--- src/hdl/fdbd_fifo.sv ---
// Small register-based first-in first-out queue with an occupancy count.
`timescale 1ns / 1ps

module fdbd_fifo #(
   parameter int unsigned WIDTH = 16,
   parameter int unsigned DEPTH = 4
) (
   input  logic                         clock,
   input  logic                         reset,
   input  logic                         push,
   input  logic [WIDTH-1:0]             push_data,
   output logic                         full,
   input  logic                         pop,
   output logic [WIDTH-1:0]             pop_data,
   output logic                         empty,
   output logic [$clog2(DEPTH+1)-1:0]   count
);

   localparam int unsigned PTR_W = (DEPTH > 1) ? $clog2(DEPTH) : 1;
   localparam int unsigned CNT_W = $clog2(DEPTH+1);

   logic [WIDTH-1:0] slot_ff [DEPTH];
   logic [PTR_W-1:0] wr_ptr_ff, wr_ptr_in;
   logic [PTR_W-1:0] rd_ptr_ff, rd_ptr_in;
   logic [CNT_W-1:0] count_ff, count_in;
   logic             do_push;
   logic             do_pop;

   assign full     = (count_ff == CNT_W'(DEPTH));
   assign empty    = (count_ff == '0);
   assign count    = count_ff;
   assign pop_data = slot_ff[rd_ptr_ff];
   assign do_push  = push && !full;
   assign do_pop   = pop && !empty;

   // Pointer and count updates.
   always_comb begin
      wr_ptr_in = wr_ptr_ff;
      rd_ptr_in = rd_ptr_ff;
      count_in  = count_ff;
      if (do_push) begin
         wr_ptr_in = (wr_ptr_ff == PTR_W'(DEPTH-1)) ? '0 : wr_ptr_ff + PTR_W'(1);
      end
      if (do_pop) begin
         rd_ptr_in = (rd_ptr_ff == PTR_W'(DEPTH-1)) ? '0 : rd_ptr_ff + PTR_W'(1);
      end
      if (do_push && !do_pop) begin
         count_in = count_ff + CNT_W'(1);
      end else if (do_pop && !do_push) begin
         count_in = count_ff - CNT_W'(1);
      end
   end

   always_ff @(posedge clock) begin
      if (reset) begin
         wr_ptr_ff <= '0;
         rd_ptr_ff <= '0;
         count_ff  <= '0;
      end else begin
         wr_ptr_ff <= wr_ptr_in;
         rd_ptr_ff <= rd_ptr_in;
         count_ff  <= count_in;
      end
   end

   // Storage slots carry no reset.
   always_ff @(posedge clock) begin
      if (do_push) begin
         slot_ff[wr_ptr_ff] <= push_data;
      end
   end

endmodule

--- config.mk ---
export PLATFORM = sky130hd
export DESIGN_NAME = fdbd_fifo
export DESIGN_NICKNAME = d
export VERILOG_FILES = /design/src/hdl/fdbd_fifo.sv
export SDC_FILE = /design/constraint.sdc
export NUM_CORES = 1
export LEC_CHECK = 0
export BUFFER_PORTS_ARGS = -buffer_cell sky130_fd_sc_hd__buf_4
export CELL_PAD_IN_SITES_DETAIL_PLACEMENT = 1
export CELL_PAD_IN_SITES_GLOBAL_PLACEMENT = 1
export CORE_MARGIN = 1.5
export CORE_UTILIZATION = 48
export CTS_CLUSTER_DIAMETER = 40
export DETAILED_ROUTE_END_ITERATION = 12
export PLACE_DENSITY = 0.88
export SLEW_MARGIN = 20
export SYNTH_ARGS = -nofsm -noshare
export SYNTH_HDL_FRONTEND = slang
export SYNTH_SLANG_ARGS = --single-unit
--- constraint.sdc ---
create_clock -name clock -period 2.65 [get_ports clock]
set_input_delay 0.3975 -clock clock [delete_from_list [all_inputs] [get_ports clock]]
set_output_delay 0.3975 -clock clock [all_outputs]
set_load 0.05 [all_outputs]
==> results.toml <==
[layout]
diodes = 0
final_area_sq_um = 3380
fin_cells = 258
syn2layout_area_growth_pct = 20.3
fin_util = 0.606
layout-drive-gt1-share = 0.403
final_nets = 208

[sta]
finalWorstSetupSlack_ns = 0.197
hold_viol = 0
max_slew_margin = 0.410
rsz0062_at_grt = "no"
worst_pin_slew_ns = 0.885
setup_viol = 0
finClkSkew_ns = 0.00852
max_freq_mhz = 408
tns_ns = 0
finalCriticalPeriod_ns = 2.45
maxSlewViolCount = 0
fin_crit_sh = 0.925

[clock_tree]
cts_buffer_depth = 2
ctsResizeCount = 0
post_cts_buffers = 0
hold_buffers = 0
cts_root_buf = "clkbuf_8"
clock_latency_ns = 0.34
ctsHtreeMaxLevel = 3
clock_sinks = 73
cts_tree = "done"
cts_made_buffers = 9
clk_pin_slew_ns = 0.07

[routing]
first_iter_violations = 86
ant_nets = 0
drtPass1Iterations = 4
via_per_inst = 5.38
wl_per_cell_microns = 21.0
drt_wl_total_microns = 5430
remaining_drc_errors = 0
vias = 1387

[global_routing]
grt_pass1_wl_microns = 8480
antenna_found_initial = 0
grt_use_total = 0.193
grt_pass1_vias = 1580
grt_max_degree = 17
grt.overflow.total = 0

[yosys]
syn_nets = 161
async_reset_ff_frac = 0
yosysWarnings = 0
ys_seq_area_frac = 0.748
synth_area_leaders = "edfxtp_1 68%, mux4_2 13%, dfxtp_1 6.4%"
syn_area_per_cell_sq_um = 21.0
ys_ff_latch = 73
synth_edf_count = 64
synth_ff_type = "edfxtp_1"
synth_most_common_cell = "edfxtp_1"
post_synth_inst_count = 134
synth_cell_type_count = 26
synthTopCellsByCount = "64 x edfxtp_1, 16 x mux4_2, 9 x dfxtp_1"
synth_top_area_share = 0.684
yosys.area.top_type = "edfxtp_1"
syn_area_sq_um = 2810

[power_and_ir_drop]
internal_power_uw = 2350
seqPwrFrac = 0.412
powerDensity_nw_per_um2 = 1060
clock_power_share = 0.250
p_leak_uw = 0.00121
pwr-share-comb = 0.338
power_switching_uw = 1220
p_sw_frac = 0.342
ir_worst_vdd_mv = 0.657

[run]
maxCapViolations = 0

[outcome]
status = "complete, no violations"

[setup_path]
slowest_delay_ns = 0.48
cp-end-kind = "flop"
path_max_fanout = 7
required_ns = 2.92
critPathKind = "flop to flop"
cp.arrival_ns = 2.72
reg2reg_depth = 9
path_cells = "or3b_1, clkinv_4, nor2_2, ha_1, inv_1, fa_1, xor2_1, or3_1, a21oi_1"
slowest_stage = "dfxtp_1"
startpoint_type = "flop"

[die]
pin_count = 41
std_cell_rows = 27
die_h_microns = 79.5
core_area_sq_um = 5570
die-area_sq_um = 6320
die_x_microns = 79.5
initial_core_util = 0.504

[placed_design]
place_congestion = 0.736
dp.final_hpwl_microns = 3770
placedInstanceArea_sq_um = 3180
post-place-cells = 242
numPortBuffers = 40
pre_cts_slack_ns = 0.189

[min_path]
holdPathStages = 1
hold_class = "input pin to flop"
## area by class of cell
type,instances,area [sq um]
clock buffers,13,139
clock inverters,3,65.1
fillers,495,2190
inverters,5,37.5
multi-input cells,50,631
flip-flops and latches,73,2100
well taps,72,90.1
repair buffers,42,315
## worst max-delay path, delay by kind of cell, from the launching register on
kind            cells  cell delay, ns
xor+xnor            1            0.18
fa+ha+maj           2            0.60
compound gates      1            0.16
flops               1            0.48
buf+inv             2            0.15
simple gates        3            0.80
## state kept, by name, indices dropped and copies added, names as in the netlist, named ones only
register   flops
slot_ff       64
count          3
rd_ptr_ff      2
wr_ptr_ff      2
## power by group through the flow
stage,Clock (uW),Sequential [uW],Combinational [uW]
5_1_grt,949,1490,1280
2_1_floorplan,0,1520,855
6_report,893,1480,1210
3_5_place_dp,0,1500,1220
4_1_cts,910,1480,1230
3_3_place_gp,0,1480,1180
## cells by family (layout without fill, tap and decap cells)
kind of cell	after synthesis	count (layout)	share of synthesized area
mux	18	18	0.135
buf+inv	11	63	0.0276
simple gates	16	16	0.0312
fa+ha+maj	7	7	0.0338
xor+xnor	2	2	0.00623
flops	73	73	0.748
compound gates	7	7	0.0178
## through the flow
| stage | total power (uW) | hold WS, ns |
|---|---|---|
| floorplan | 2370 | 0.463 |
| global placement | 2660 | 0.483 |
| detailed placement | 2720 | 0.518 |
| CTS | 3610 | 0.249 |
| global route | 3720 | 0.254 |
| finish | 3580 | 0.261 |
## cells in the final DEF, fill, tap and decap left out
cell,Yosys,layout
a21oi_1,3,3
and3_1,4,4
buf_4,0,42
bufinv_16,0,2
bufinv_8,1,1
clkbuf_1,1,4
clkbuf_8,0,9
clkinv_2,0,1
clkinv_4,1,1
dfxtp_1,9,9
edfxtp_1,64,64
fa_1,1,1
ha_1,6,6
inv_1,3,3
mux2i_1,2,2
mux4_2,16,16
nand2_1,1,1
nand3_1,2,2
nor2_1,3,3
nor2_2,1,1
nor3_1,2,2
o21ai_0,1,1
o21ai_1,1,1
o31ai_2,2,2
or3_1,2,2
or3b_1,1,1
xor2_1,2,2
## path summary, 6_finish.rpt
kind                      from             to  slack (ns)
hold / removal    push_data[5]  slot_ff[2][5]        0.26
setup reg to reg      count[0]       count[2]        0.20
setup / recovery      count[0]       count[2]        0.20
hold reg to reg   rd_ptr_ff[0]           flop        0.51
## metal layers
| metal | wire length (microns) | GRT usage | part of all wire | vias to the layer above |
|---|---|---|---|---|
| met2 | 2860 | 0.336 | 0.53 | 43 |
| met4 | 107 | 0.0895 | 0.020 | 0 |
| met3 | 311 | 0.0537 | 0.057 | 12 |
| met5 | 0 | 0 | 0 | - |
| met1 | 2140 | 0.219 | 0.40 | 703 |
| li1 | - | - | - | 629 |
Note: power is estimated with default switching activity, not from simulation.
