File: config.mk
export PLATFORM = sky130hd
export DESIGN_NAME = fdbd_front
export DESIGN_NICKNAME = d
export VERILOG_FILES = /design/src/hdl/fdbd_pkg.sv /design/src/hdl/fdbd_front.sv
export SDC_FILE = /design/constraint.sdc
export NUM_CORES = 1
export LEC_CHECK = 0
export CORE_AREA = 2 2 39 41
export CTS_CLUSTER_SIZE = 12
export DETAILED_ROUTE_END_ITERATION = 7
export DIE_AREA = 0 0 41 43
export DONT_BUFFER_PORTS = 1
export GPL_TIMING_DRIVEN = 1
export SLEW_MARGIN = 0
export SYNTH_ARGS = -nofsm -noshare
export SYNTH_HDL_FRONTEND = slang
export SYNTH_SLANG_ARGS = --single-unit
export TNS_END_PERCENT = 50
File: constraint.sdc
create_clock -name clock -period 1.3 [get_ports clock]
set_input_delay 0.13 -clock clock [delete_from_list [all_inputs] [get_ports clock]]
set_output_delay 0.13 -clock clock [all_outputs]
set_load 0.005 [all_outputs]
File: src/hdl/fdbd_pkg.sv
// Shared types and constants of the first-duplicate detector.
`timescale 1ns / 1ps

package fdbd_pkg;

   // Width of one set element and the largest map the element width can index.
   localparam int unsigned VALUE_W     = 14;
   localparam int unsigned VALUE_LIMIT = 16384;

   // Set tags stored in the map. Tag zero marks an entry as never seen.
   localparam int unsigned EPOCH_W   = 8;
   localparam logic [EPOCH_W-1:0] EPOCH_NONE  = '0;
   localparam logic [EPOCH_W-1:0] EPOCH_FIRST = EPOCH_W'(1);
   localparam logic [EPOCH_W-1:0] EPOCH_MAX   = '1;

   // Depths of the queue between front and back and of the result queue.
   localparam int unsigned MID_DEPTH = 4;
   localparam int unsigned OUT_DEPTH = 4;

   // One request: a set element and its end-of-set mark.
   typedef struct packed {
      logic [VALUE_W-1:0] value;
      logic               last;
   } req_type;

   // One result: the first repeated value and its flag.
   typedef struct packed {
      logic [VALUE_W-1:0] dup_value;
      logic               dup_found;
   } rsp_type;

   // A classified request on its way from the front to the back.
   typedef struct packed {
      logic [VALUE_W-1:0] value;
      logic               last;
      logic               in_range;
      logic [EPOCH_W-1:0] tag;
      logic               wrap;
   } mid_item_type;

   // Status reported by the back to the front.
   typedef struct packed {
      logic clear_done;
   } back_status_type;

endpackage

File: src/hdl/fdbd_front.sv
// Front part: accepts requests, range-checks them and tags them with their set.
`timescale 1ns / 1ps

module fdbd_front #(
   parameter int unsigned VALUE_COUNT = 16384
) (
   input  logic                      clock,
   input  logic                      reset,
   input  logic                      req_push,
   input  fdbd_pkg::req_type         req_data,
   output logic                      req_full,
   input  logic                      mid_full,
   output logic                      mid_push,
   output fdbd_pkg::mid_item_type    mid_data,
   input  fdbd_pkg::back_status_type back_status
);

   import fdbd_pkg::*;

   localparam int unsigned MAP_DEPTH = (VALUE_COUNT < VALUE_LIMIT) ? VALUE_COUNT : VALUE_LIMIT;

   logic [EPOCH_W-1:0] epoch_ff, epoch_in;
   logic               wait_ff, wait_in;
   logic               accept;
   logic               wrap;

   // Hold off requests while the map is being cleared or the queue is full.
   assign req_full = wait_ff || mid_full;
   assign accept   = req_push && !req_full;
   assign wrap     = req_data.last && (epoch_ff == EPOCH_MAX);

   // Classify the request and tag it with the current set.
   always_comb begin
      mid_data.value    = req_data.value;
      mid_data.last     = req_data.last;
      mid_data.in_range = (32'(req_data.value) < MAP_DEPTH);
      mid_data.tag      = epoch_ff;
      mid_data.wrap     = wrap;
   end
   assign mid_push = accept;

   // Advance the set tag at every end of set; wait for a clear when tags run out.
   always_comb begin
      epoch_in = epoch_ff;
      wait_in  = wait_ff;
      if (back_status.clear_done) begin
         wait_in = 1'b0;
      end
      if (accept && req_data.last) begin
         if (wrap) begin
            epoch_in = EPOCH_FIRST;
            wait_in  = 1'b1;
         end else begin
            epoch_in = epoch_ff + EPOCH_W'(1);
         end
      end
   end

   // The back clears the map after reset, so the front starts out waiting.
   always_ff @(posedge clock) begin
      if (reset) begin
         epoch_ff <= EPOCH_FIRST;
         wait_ff  <= 1'b1;
      end else begin
         epoch_ff <= epoch_in;
         wait_ff  <= wait_in;
      end
   end

endmodule

==> reports/results.ini, run 1 <==
[synth]
netlist_top_cells_count = sky130_fd_sc_hd__buf_4 (18), sky130_fd_sc_hd__dfxtp_1 (9), sky130_fd_sc_hd__a21oi_1 (6)
multiplexer_share_of_the_synthesized_area = 0.0166
synth_edf_count = 0
synth_unique_cells = 23
synth.yosys.seq_area_share = 0.298
post_synth_and_or_nand_nor_area_fraction = 0.219
synth_nets = 89
syn_area_per_cell_um2 = 8.89
synth.ff_latch_count = 9
async_flop_share = 0
synth-warning-count = 0
syn_area_um2 = 604
synthAdderAreaFrac = 0.0207
main_combinational_cell_family_by_area_after_synthesis = buffers and inverters
synth-compound-area-share = 0.170
yosys.area.top_type_share = 0.298
post_synth_inst_count = 68
synthTopCellsByArea = sky130_fd_sc_hd__dfxtp_1 (30%), sky130_fd_sc_hd__buf_4 (22%), sky130_fd_sc_hd__a21oi_1 (5.0%)
area_share_of_xor_xnor_cells_in_the_synthesized_design = 0.0145
synth_top_area_cell = sky130_fd_sc_hd__dfxtp_1
synth_top_flop_cell = sky130_fd_sc_hd__dfxtp_1
yosysMostFrequentCell = sky130_fd_sc_hd__buf_4

[routing]
drtPass1Iterations = 3
drt_iter0_drc = 6
highest-signal-layer = met4
wire_per_inst_um = 13.2
average_vias_per_placed_instance = 5.40
met3_wirelength_um = 115
antenna_violating_nets_post_route = 0
route.layer.met1.wl_um = 461
drc = 0
via_count = 481
wirelength_um = 1170
wl_met2_um = 587

[min_path]
min-delay-start = back_status
min-delay-path-class = primary input to flop
whs_path_depth = 2

[critical_path]
launching_element_type_of_the_critical_path = flop
worstSetupStartpoint = wait_ff
critical_path_peak_fanout = 6
regToRegStartpoint = wait_ff
rr_worst_depth = 5
critical_path_class = flop to flop
timing.critical_path.required_ns = 1.50
timing.critical_path.arrival_ns = 1.54
endpoint_kind = flop

[sta]
setup_slack_ns = -0.0458
final-hold-violation-count = 0
timing.fmax_ghz = 0.743
final_period_minus_worst_setup_slack_ns = 1.35
final-max-slew-violation-count = 0
setup_repair_after_global_routing_missed_its_margin = yes
worst_clock_skew_ns = 0.00738
min_period_over_period = 1.04
setup_tns_ns = -0.163
setup-violations-final = 6

[finish]
final-instance-count-excl-fill = 89
syn2layout_area_growth_pct = 17.2
multi_input_area_um2 = 309
antenna_cells_inserted = 0
layout.filler_cells = 136
drive_above_1_share = 0.493
final_net_count = 95
seq_area_um2 = 185

[cts]
clock_insertion_delay_worst_skew_ns = 0.26
h_tree_levels = 1
cts-buffers-inserted = 3
tritoncts_num_sinks = 9
clock_path_buffers = 2
clock_tree.root_cell = sky130_fd_sc_hd__clkbuf_4
clock_edge_transition_at_the_registers_on_the_reported_setup_and_hold_paths_ns = 0.05
tritoncts_clock_tree = yes

[floorplan]
core_region_area_um2 = 1380
floorplan.die_area_um2 = 1760
die_width_um = 41
design.portCount = 47
die_h_um = 43
initial_core_util = 0.437
core.rowCount = 14

[place]
place_ws_ns = -0.0579
place.detailed.instances = 79
io_buffers = 0
dp_wirelength_um = 883
gp_congestion = 0.668

[power_and_ir_drop]
cellPowerDensity_nw_per_um2 = 774
combinational_power_share = 0.090
vdd.ir_drop.worst_uv = 607
power_frac_seq = 0.517
power.internal_uw = 428
leakagePower_nw = 0.273
swShare = 0.220
net_switching_uw = 121
clk_network_pwr_share = 0.393

[global_routing]
grt_pass1_wl_um = 1770
grt_max_degree = 7
globalRouteOverflowTotal = 0
antenna_found_initial = 0
grt_pass1_vias = 433
groute.usage.overall = 0.155

[outcome]
run_status = finished with violations
violated_checks = negative setup slack

[flow_run]
max_cap_violations = 0

==> layer usage <==
metal | vias up | track usage
met5 | - | 0
met4 | 0 | 0.0733
met3 | 2 | 0.115
met2 | 18 | 0.225
met1 | 230 | 0.158
li1 | 231 | -
==> sequential cells by signal (all words and copies together) (netlist names) <==
signal    count
epoch_ff      8
wait_ff       1
==> cell usage in the layout, fill, tap and decap left out <==
cell type / instances
sky130_fd_sc_hd__o21ai_0: 3
sky130_fd_sc_hd__a21oi_1: 4
sky130_fd_sc_hd__nand4_1: 1
sky130_fd_sc_hd__ha_4: 1
sky130_fd_sc_hd__a21oi_2: 2
sky130_fd_sc_hd__nand3_2: 1
sky130_fd_sc_hd__conb_1: 1
sky130_fd_sc_hd__xor2_1: 1
sky130_fd_sc_hd__or3_1: 3
sky130_fd_sc_hd__clkbuf_4: 3
sky130_fd_sc_hd__buf_6: 1
sky130_fd_sc_hd__inv_1: 5
sky130_fd_sc_hd__clkbuf_1: 1
sky130_fd_sc_hd__o31ai_1: 3
sky130_fd_sc_hd__mux2i_1: 1
sky130_fd_sc_hd__buf_4: 17
sky130_fd_sc_hd__or4_1: 2
sky130_fd_sc_hd__a21o_1: 1
sky130_fd_sc_hd__or2_2: 1
sky130_fd_sc_hd__nand2b_1: 1
sky130_fd_sc_hd__nor3_2: 1
sky130_fd_sc_hd__dfxtp_1: 5
sky130_fd_sc_hd__dfxtp_2: 4
sky130_fd_sc_hd__or4_4: 1
sky130_fd_sc_hd__nand3_1: 1
sky130_fd_sc_hd__nand3_4: 1
sky130_fd_sc_hd__nand2_1: 2
sky130_fd_sc_hd__nor2_1: 1
sky130_fd_sc_hd__dlygate4sd3_1: 1
sky130_fd_sc_hd__nand4bb_4: 1
sky130_fd_sc_hd__o41ai_4: 1
sky130_fd_sc_hd__nor2_2: 1
==> area by class of cell <==
type | count | area share
clock buffers | 4 | 0.0371
inverters | 5 | 0.0265
multi-input cells | 36 | 0.436
flip-flops and latches | 9 | 0.261
well taps | 16 | 0.0283
repair buffers | 19 | 0.210
==> path summary, 6_finish.rpt <==
| check | end | slack, ns |
|---|---|---|
| min | wait_ff | 0.04 |
| max | epoch_ff[0] | -0.05 |
| max reg2reg | epoch_ff[0] | -0.05 |
| min reg2reg | epoch_ff[5] | 0.51 |
==> cell families (layout without fill, tap and decap cells) <==
family                   count (synthesis)  in the layout
buffers and inverters                   23             28
XOR/XNOR                                 1              1
AO/OA/AOI/OAI                           14             14
other                                    1              1
flip-flops                               9              9
multiplexers                             1              1
AND/OR/NAND/NOR                         18             18
adder cells (fa/ha/maj)                  1              1
==> worst max-delay path, cell delays in order (launching register included) <==
cell                        delay [ns]
sky130_fd_sc_hd__dfxtp_1          0.31
sky130_fd_sc_hd__nand4bb_4        0.21
sky130_fd_sc_hd__buf_6            0.15
sky130_fd_sc_hd__o41ai_4          0.32
sky130_fd_sc_hd__buf_4            0.18
sky130_fd_sc_hd__nand2b_1         0.11
==> power groups by stage <==
stage	combinational (mW)	sequential (mW)	clock, mW
final	0.0495	0.283	0.215
after global routing	0.0543	0.284	0.252
after CTS	0.0484	0.283	0.230
after detailed placement	0.0384	0.290	0
after global placement	0.0372	0.290	0
after floorplan	0.0654	0.291	0
==> stage by stage <==
stage | hold slack [ns] | cell area [µm²] | power [mW] | utilization
2_1_floorplan | 0.195 | 627 | 0.356 | -
3_3_place_gp | 0.199 | 609 | 0.327 | 0.440
3_5_place_dp | 0.198 | 609 | 0.328 | 0.440
4_1_cts | 0.0254 | 694 | 0.562 | 0.502
5_1_grt | 0.0149 | 708 | 0.590 | 0.512
6_report | 0.0373 | 708 | 0.548 | 0.512
==> repair_timing <==
| action | 4_1_cts | 5_1_grt |
|---|---|---|
| endpoints found under the hold margin | 3 | 0 |
| cloned | 0 | 0 |
| pin swaps | 3 | 1 |
| endpoints found under the setup margin | 7 | 10 |
| resized for setup | 4 | 4 |
| buffers inserted | 5 | 0 |
| hold buffers | 1 | 0 |
Note: power is estimated with default switching activity, not from simulation.
==> run 2: changes to the inputs <==
Settings changed: CTS_BUF_LIST set to sky130_fd_sc_hd__clkbuf_4 sky130_fd_sc_hd__clkbuf_8 sky130_fd_sc_hd__clkbuf_16.
==> reports/results.ini, run 2 (same netlist as run 1, synthesis figures left out) <==
[outcome]
run_status = finished with violations  ; unchanged
violated_checks = negative setup slack  ; unchanged

[floorplan]
design.portCount = 47  ; unchanged
die_width_um = 41  ; unchanged
core.rowCount = 14  ; unchanged
initial_core_util = 0.437  ; unchanged
core_region_area_um2 = 1380  ; unchanged
floorplan.die_area_um2 = 1760  ; unchanged
die_h_um = 43  ; unchanged

[finish]
layout_top_registers = epoch_ff x8, wait_ff x1  ; unchanged
most-common-layout-cells = sky130_fd_sc_hd__buf_4 (17), sky130_fd_sc_hd__inv_1 (5), sky130_fd_sc_hd__dfxtp_1 (5)  ; was sky130_fd_sc_hd__buf_4 (17), sky130_fd_sc_hd__inv_1 (5), sky130_fd_sc_hd__dfxtp_1 (5), sky130_fd_sc_hd__a21oi_1 (4), sky130_fd_sc_hd__dfxtp_2 (4)
syn2layout_area_growth_pct = 17.8  ; was 17.2%
finalCoreUtilization = 0.514  ; was 0.512
layout_commonest_cell = sky130_fd_sc_hd__buf_4  ; unchanged
layout.filler_cells = 134  ; was 136
final_net_count = 95  ; unchanged
antenna_cells_inserted = 0  ; unchanged
max_ffs_per_register = 8  ; unchanged
drive_above_1_share = 0.507  ; was 0.493
reg_with_most_ffs = epoch_ff  ; unchanged
final-instance-count-excl-fill = 89  ; unchanged

[sta]
final-max-slew-violation-count = 0  ; unchanged
setup_tns_ns = -0.158  ; was -0.163 ns
final_period_minus_worst_setup_slack_ns = 1.35  ; about the same
setup_repair_after_global_routing_missed_its_margin = yes  ; unchanged
min_period_over_period = 1.04  ; about the same
setup_slack_ns = -0.0462  ; was -0.0458 ns
timing.fmax_ghz = 0.743  ; about the same
setup-violations-final = 6  ; unchanged
timing.hold.ws_ns = 0.0365  ; was 0.0373 ns
final-hold-violation-count = 0  ; unchanged
worst_clock_skew_ns = 0.00801  ; was 0.00738 ns

[routing]
wirelength_um = 1170  ; about the same
wire_per_inst_um = 13.1  ; was 13.2 µm
via_count = 481  ; unchanged
average_vias_per_placed_instance = 5.40  ; unchanged
drt_iter0_drc = 4  ; was 6
drc = 0  ; unchanged
drtPass1Iterations = 3  ; unchanged
antenna_violating_nets_post_route = 0  ; unchanged

[global_routing]
grt_pass1_wl_um = 1780  ; was 1770 µm
grt_max_degree = 7  ; unchanged
groute.usage.overall = 0.158  ; was 0.155
antenna_found_initial = 0  ; unchanged
globalRouteOverflowTotal = 0  ; unchanged
grt_pass1_vias = 437  ; was 433

[power_and_ir_drop]
cellPowerDensity_nw_per_um2 = 800  ; was 774 nW/µm²
totalPowerFinal_uw = 570  ; was 548 µW
vdd.ir_drop.worst_uv = 458  ; was 607 µV
leakagePower_nw = 0.277  ; was 0.273 nW

[critical_path]
critical_path_peak_fanout = 6  ; unchanged
rr_worst_depth = 5  ; unchanged
endpoint_kind = flop  ; unchanged
regToRegStartpoint = wait_ff  ; unchanged
critical_path_class = flop to flop  ; unchanged
critical_path.cell_chain = nand4bb_4 > buf_6 > o41ai_4 > buf_4 > nand2b_1  ; unchanged
worstSetupStartpoint = wait_ff  ; unchanged
timing.critical_path.required_ns = 1.50  ; about the same
capturing_element_of_the_worst_setup_path = epoch_ff[0]  ; unchanged
launching_element_type_of_the_critical_path = flop  ; unchanged
critical-path-max-stage-delay_ns = 0.32  ; about the same
r2r_slack_ns = -0.05  ; about the same
crit-reg2reg-capture = epoch_ff[0]  ; unchanged
crit_path_top_delay_cell = sky130_fd_sc_hd__o41ai_4  ; unchanged
timing.critical_path.arrival_ns = 1.54  ; about the same

[cts]
h_tree_levels = 1  ; unchanged
clock_path_buffers = 2  ; unchanged
tritoncts_num_sinks = 9  ; unchanged
clock_edge_transition_at_the_registers_on_the_reported_setup_and_hold_paths_ns = 0.05  ; about the same
clock_insertion_delay_worst_skew_ns = 0.27  ; was 0.26 ns
cts-buffers-inserted = 3  ; unchanged
clock_tree.root_cell = sky130_fd_sc_hd__clkbuf_4  ; unchanged
tritoncts_clock_tree = yes  ; unchanged

[place]
io_buffers = 0  ; unchanged
dp_wirelength_um = 883  ; unchanged
place.detailed.instances = 79  ; unchanged
gp_congestion = 0.668  ; unchanged

[flow_run]
max_cap_violations = 0  ; unchanged

[min_path]
min-delay-path-class = primary input to flop  ; unchanged

-- run 2: critical path, delay by kind of cell (launching register included) --
| family | cells | cell delay [ns] |
|---|---|---|
| AOI/OAI and AO/OA | 1 | 0.32 |
| DFF | 1 | 0.31 |
| and+or+nand+nor | 2 | 0.32 |
| buffers and inverters | 2 | 0.33 |
-- run 2: how the worst min path moves through the flow --
stage                     cells past startpoint           to        start  slack (ns)
final                                         2      wait_ff  back_status        0.04
after floorplan                               1  epoch_ff[1]        reset        0.19
after global placement                        1  epoch_ff[1]        reset        0.20
after global routing                          2      wait_ff  back_status        0.01
after detailed placement                      1  epoch_ff[1]        reset        0.20
after CTS                                     2      wait_ff  back_status        0.02
-- run 2: per-layer routing --
layer	GRT usage	routed length (µm)	share of wire	vias up
met1	0.158	470	0.40	231
met3	0.115	104	0.089	4
met2	0.225	577	0.49	16
met4	0.0933	17	0.015	0
met5	0	0	0	-
li1	-	-	-	230
-- run 2: area by class of cell --
type	count	area, µm²	share of cell area
multi-input combinational	36	309	0.434
sequential	9	185	0.260
clock buffer	4	30.0	0.0422
timing repair buffer	19	149	0.209
inverter	5	18.8	0.0264
tap	16	20.0	0.0281
-- run 2: per-stage QoR --
step	instance area, µm²	worst slack [ns]
2_1_floorplan	627	0.00916
6_report	712	-0.0462
3_5_place_dp	609	-0.0579
5_1_grt	712	-0.111
4_1_cts	698	-0.0424
3_3_place_gp	609	-0.00602
-- run 2: timing repair --
| item | 4_1_cts | 5_1_grt |
|---|---|---|
| endpoints found under the setup margin | 7 | 10 |
| hold endpoints to repair | 3 | 0 |
| pin swaps | 3 | 1 |
| setup buffers | 5 | 0 |
| hold buffers | 1 | 0 |
| gates resized for setup | 4 | 4 |
-- run 2: report_power, final --
part	internal, mW	switching (mW)
Combinational	0.0292	0.0202
Sequential	0.280	0.00320
Clock	0.139	0.0977
==> run 3: changes to the inputs <==
==> constraint.sdc (replaced) <==
create_clock -name clock -period 1.3 [get_ports clock]
set_input_delay 0.39 -clock clock [delete_from_list [all_inputs] [get_ports clock]]
set_output_delay 0.39 -clock clock [all_outputs]
set_load 0.005 [all_outputs]
==> reports/results.ini, run 3 (same netlist as run 1, synthesis figures left out) <==
[outcome]
run_status = finished with violations  ; unchanged
violated_checks = negative setup slack  ; unchanged

[routing]
route.layer.met1.wl_um = 441  ; was 470 µm
drt_iter0_drc = 3  ; was 4
highest-signal-layer = met3  ; was met4
met3_wirelength_um = 144  ; was 104 µm
wl_met2_um = 607  ; was 577 µm
drtPass1Iterations = 2  ; was 3
drc = 0  ; unchanged
average_vias_per_placed_instance = 5.46  ; was 5.40
antenna_violating_nets_post_route = 0  ; unchanged
wirelength_um = 1190  ; was 1170 µm
wire_per_inst_um = 13.7  ; was 13.1 µm
via_count = 475  ; was 481

[finish]
multi_input_area_um2 = 353  ; was 309 µm²
drive_above_1_share = 0.592  ; was 0.507
seq_area_um2 = 188  ; was 185 µm²
final_net_count = 93  ; was 95
final-instance-count-excl-fill = 87  ; was 89
max_ffs_per_register = 8  ; unchanged
syn2layout_area_growth_pct = 23.2  ; was 17.8%
layout_commonest_cell = sky130_fd_sc_hd__buf_4  ; unchanged
layout_top_registers = epoch_ff x8, wait_ff x1  ; unchanged
antenna_cells_inserted = 0  ; unchanged
reg_with_most_ffs = epoch_ff  ; unchanged
most-common-layout-cells = sky130_fd_sc_hd__buf_4 (15), sky130_fd_sc_hd__inv_1 (5), sky130_fd_sc_hd__dfxtp_1 (5), sky130_fd_sc_hd__a21oi_2 (4), sky130_fd_sc_hd__clkbuf_4 (4)  ; was sky130_fd_sc_hd__buf_4 (17), sky130_fd_sc_hd__inv_1 (5), sky130_fd_sc_hd__dfxtp_1 (5)
layout.filler_cells = 121  ; was 134

[power_and_ir_drop]
vdd.ir_drop.worst_uv = 767  ; was 458 µV
leakagePower_nw = 0.295  ; was 0.277 nW
cellPowerDensity_nw_per_um2 = 770  ; was 800 nW/µm²
totalPowerFinal_uw = 573  ; was 570 µW

[floorplan]
initial_core_util = 0.437  ; unchanged
die_width_um = 41  ; unchanged
floorplan.die_area_um2 = 1760  ; unchanged
design.portCount = 47  ; unchanged
die_h_um = 43  ; unchanged
core_region_area_um2 = 1380  ; unchanged
core.rowCount = 14  ; unchanged

[sta]
final_period_minus_worst_setup_slack_ns = 1.43  ; was 1.35 ns
final-max-slew-violation-count = 0  ; unchanged
timing.hold.ws_ns = 0.179  ; was 0.0365 ns
setup_tns_ns = -0.305  ; was -0.158 ns
worst_clock_skew_ns = 0.00244  ; was 0.00801 ns
setup_repair_after_global_routing_missed_its_margin = yes  ; unchanged
setup_slack_ns = -0.132  ; was -0.0462 ns
min_period_over_period = 1.10  ; was 1.04
setup-violations-final = 5  ; was 6
final-hold-violation-count = 0  ; unchanged
timing.fmax_ghz = 0.698  ; was 0.743 GHz

[critical_path]
timing.critical_path.required_ns = 0.91  ; was 1.50 ns
launching_element_type_of_the_critical_path = flop  ; unchanged
timing.critical_path.arrival_ns = 1.04  ; was 1.54 ns
endpoint_kind = output pin  ; was flop
critical_path_class = flop to output pin  ; was flop to flop
critical_path_peak_fanout = 6  ; unchanged
rr_worst_depth = 4  ; was 5

[cts]
tritoncts_num_sinks = 9  ; unchanged
tritoncts_clock_tree = yes  ; unchanged
clock_tree.root_cell = sky130_fd_sc_hd__clkbuf_4  ; unchanged
cts-buffers-inserted = 3  ; unchanged
h_tree_levels = 1  ; unchanged
clock_path_buffers = 2  ; unchanged
clock_insertion_delay_worst_skew_ns = 0.26  ; was 0.27 ns
clock_edge_transition_at_the_registers_on_the_reported_setup_and_hold_paths_ns = 0.06  ; was 0.05 ns

[place]
dp_wirelength_um = 869  ; was 883 µm
place_ws_ns = -0.0692  ; was -0.0579 ns
io_buffers = 0  ; unchanged
gp_congestion = 0.704  ; was 0.668
place.detailed.instances = 80  ; was 79

[global_routing]
antenna_found_initial = 0  ; unchanged
groute.usage.overall = 0.145  ; was 0.158
grt_pass1_wl_um = 1750  ; was 1780 µm
grt_max_degree = 8  ; was 7
globalRouteOverflowTotal = 0  ; unchanged
grt_pass1_vias = 433  ; was 437

[flow_run]
max_cap_violations = 0  ; unchanged

[min_path]
min-delay-path-class = primary input to flop  ; unchanged
whs_path_depth = 1  ; was 2

-- run 3: cell types whose count changed in the layout (fill, tap and decap cells not counted), sizes merged --
cell / change
dlygate4sd3: -1
buf: -1
-- run 3: final cells by class --
| class | count | share of cell area |
|---|---|---|
| multi-input cells | 36 | 0.474 |
| flip-flops and latches | 9 | 0.252 |
| clock buffers | 4 | 0.0403 |
| well taps | 16 | 0.0269 |
| repair buffers | 17 | 0.182 |
| inverters | 5 | 0.0252 |
-- run 3: through the flow --
stage | cell area, µm² | util
CTS | 686 | 0.495
finish | 744 | 0.538
detailed placement | 617 | 0.446
global route | 744 | 0.538
floorplan | 627 | -
global placement | 617 | 0.446
-- run 3: critical path, stage by stage, from the launching register on --
cell                      delay, ns
sky130_fd_sc_hd__dfxtp_4       0.36
sky130_fd_sc_hd__ha_4          0.14
sky130_fd_sc_hd__nand3_4       0.13
sky130_fd_sc_hd__nor3_4        0.15
-- run 3: report_power, final --
| part | leakage (nW) | internal (mW) | total [mW] | switching [mW] |
|---|---|---|---|---|
| registers | 0.0737 | 0.279 | 0.283 | 0.00377 |
| clock network | 0.0184 | 0.139 | 0.242 | 0.103 |
| logic | 0.203 | 0.0282 | 0.0478 | 0.0196 |
| total | 0.295 | 0.447 | 0.573 | 0.126 |
-- run 3: worst paths after layout --
check / from / to / slack (ns)
setup / recovery: epoch_ff[0] / mid_data[0] / -0.13
hold / removal: reset / epoch_ff[6] / 0.18
setup reg to reg: epoch_ff[0] / epoch_ff[6] / -0.04
hold reg to reg: wait_ff / wait_ff / 0.53
-- run 3: layer usage --
layer / GRT usage / up-vias
met2: 0.219 / 20
met5: 0 / -
li1: - / 226
met4: 0.0133 / 0
met3: 0.105 / 0
met1: 0.169 / 229
-- run 3: repair_timing --
item / in CTS / in global routing
hold buffers: 0 / 0
resized for setup: 10 / 11
setup endpoints to repair: 7 / 11
pin swaps: 2 / 4
setup buffers: 0 / 3
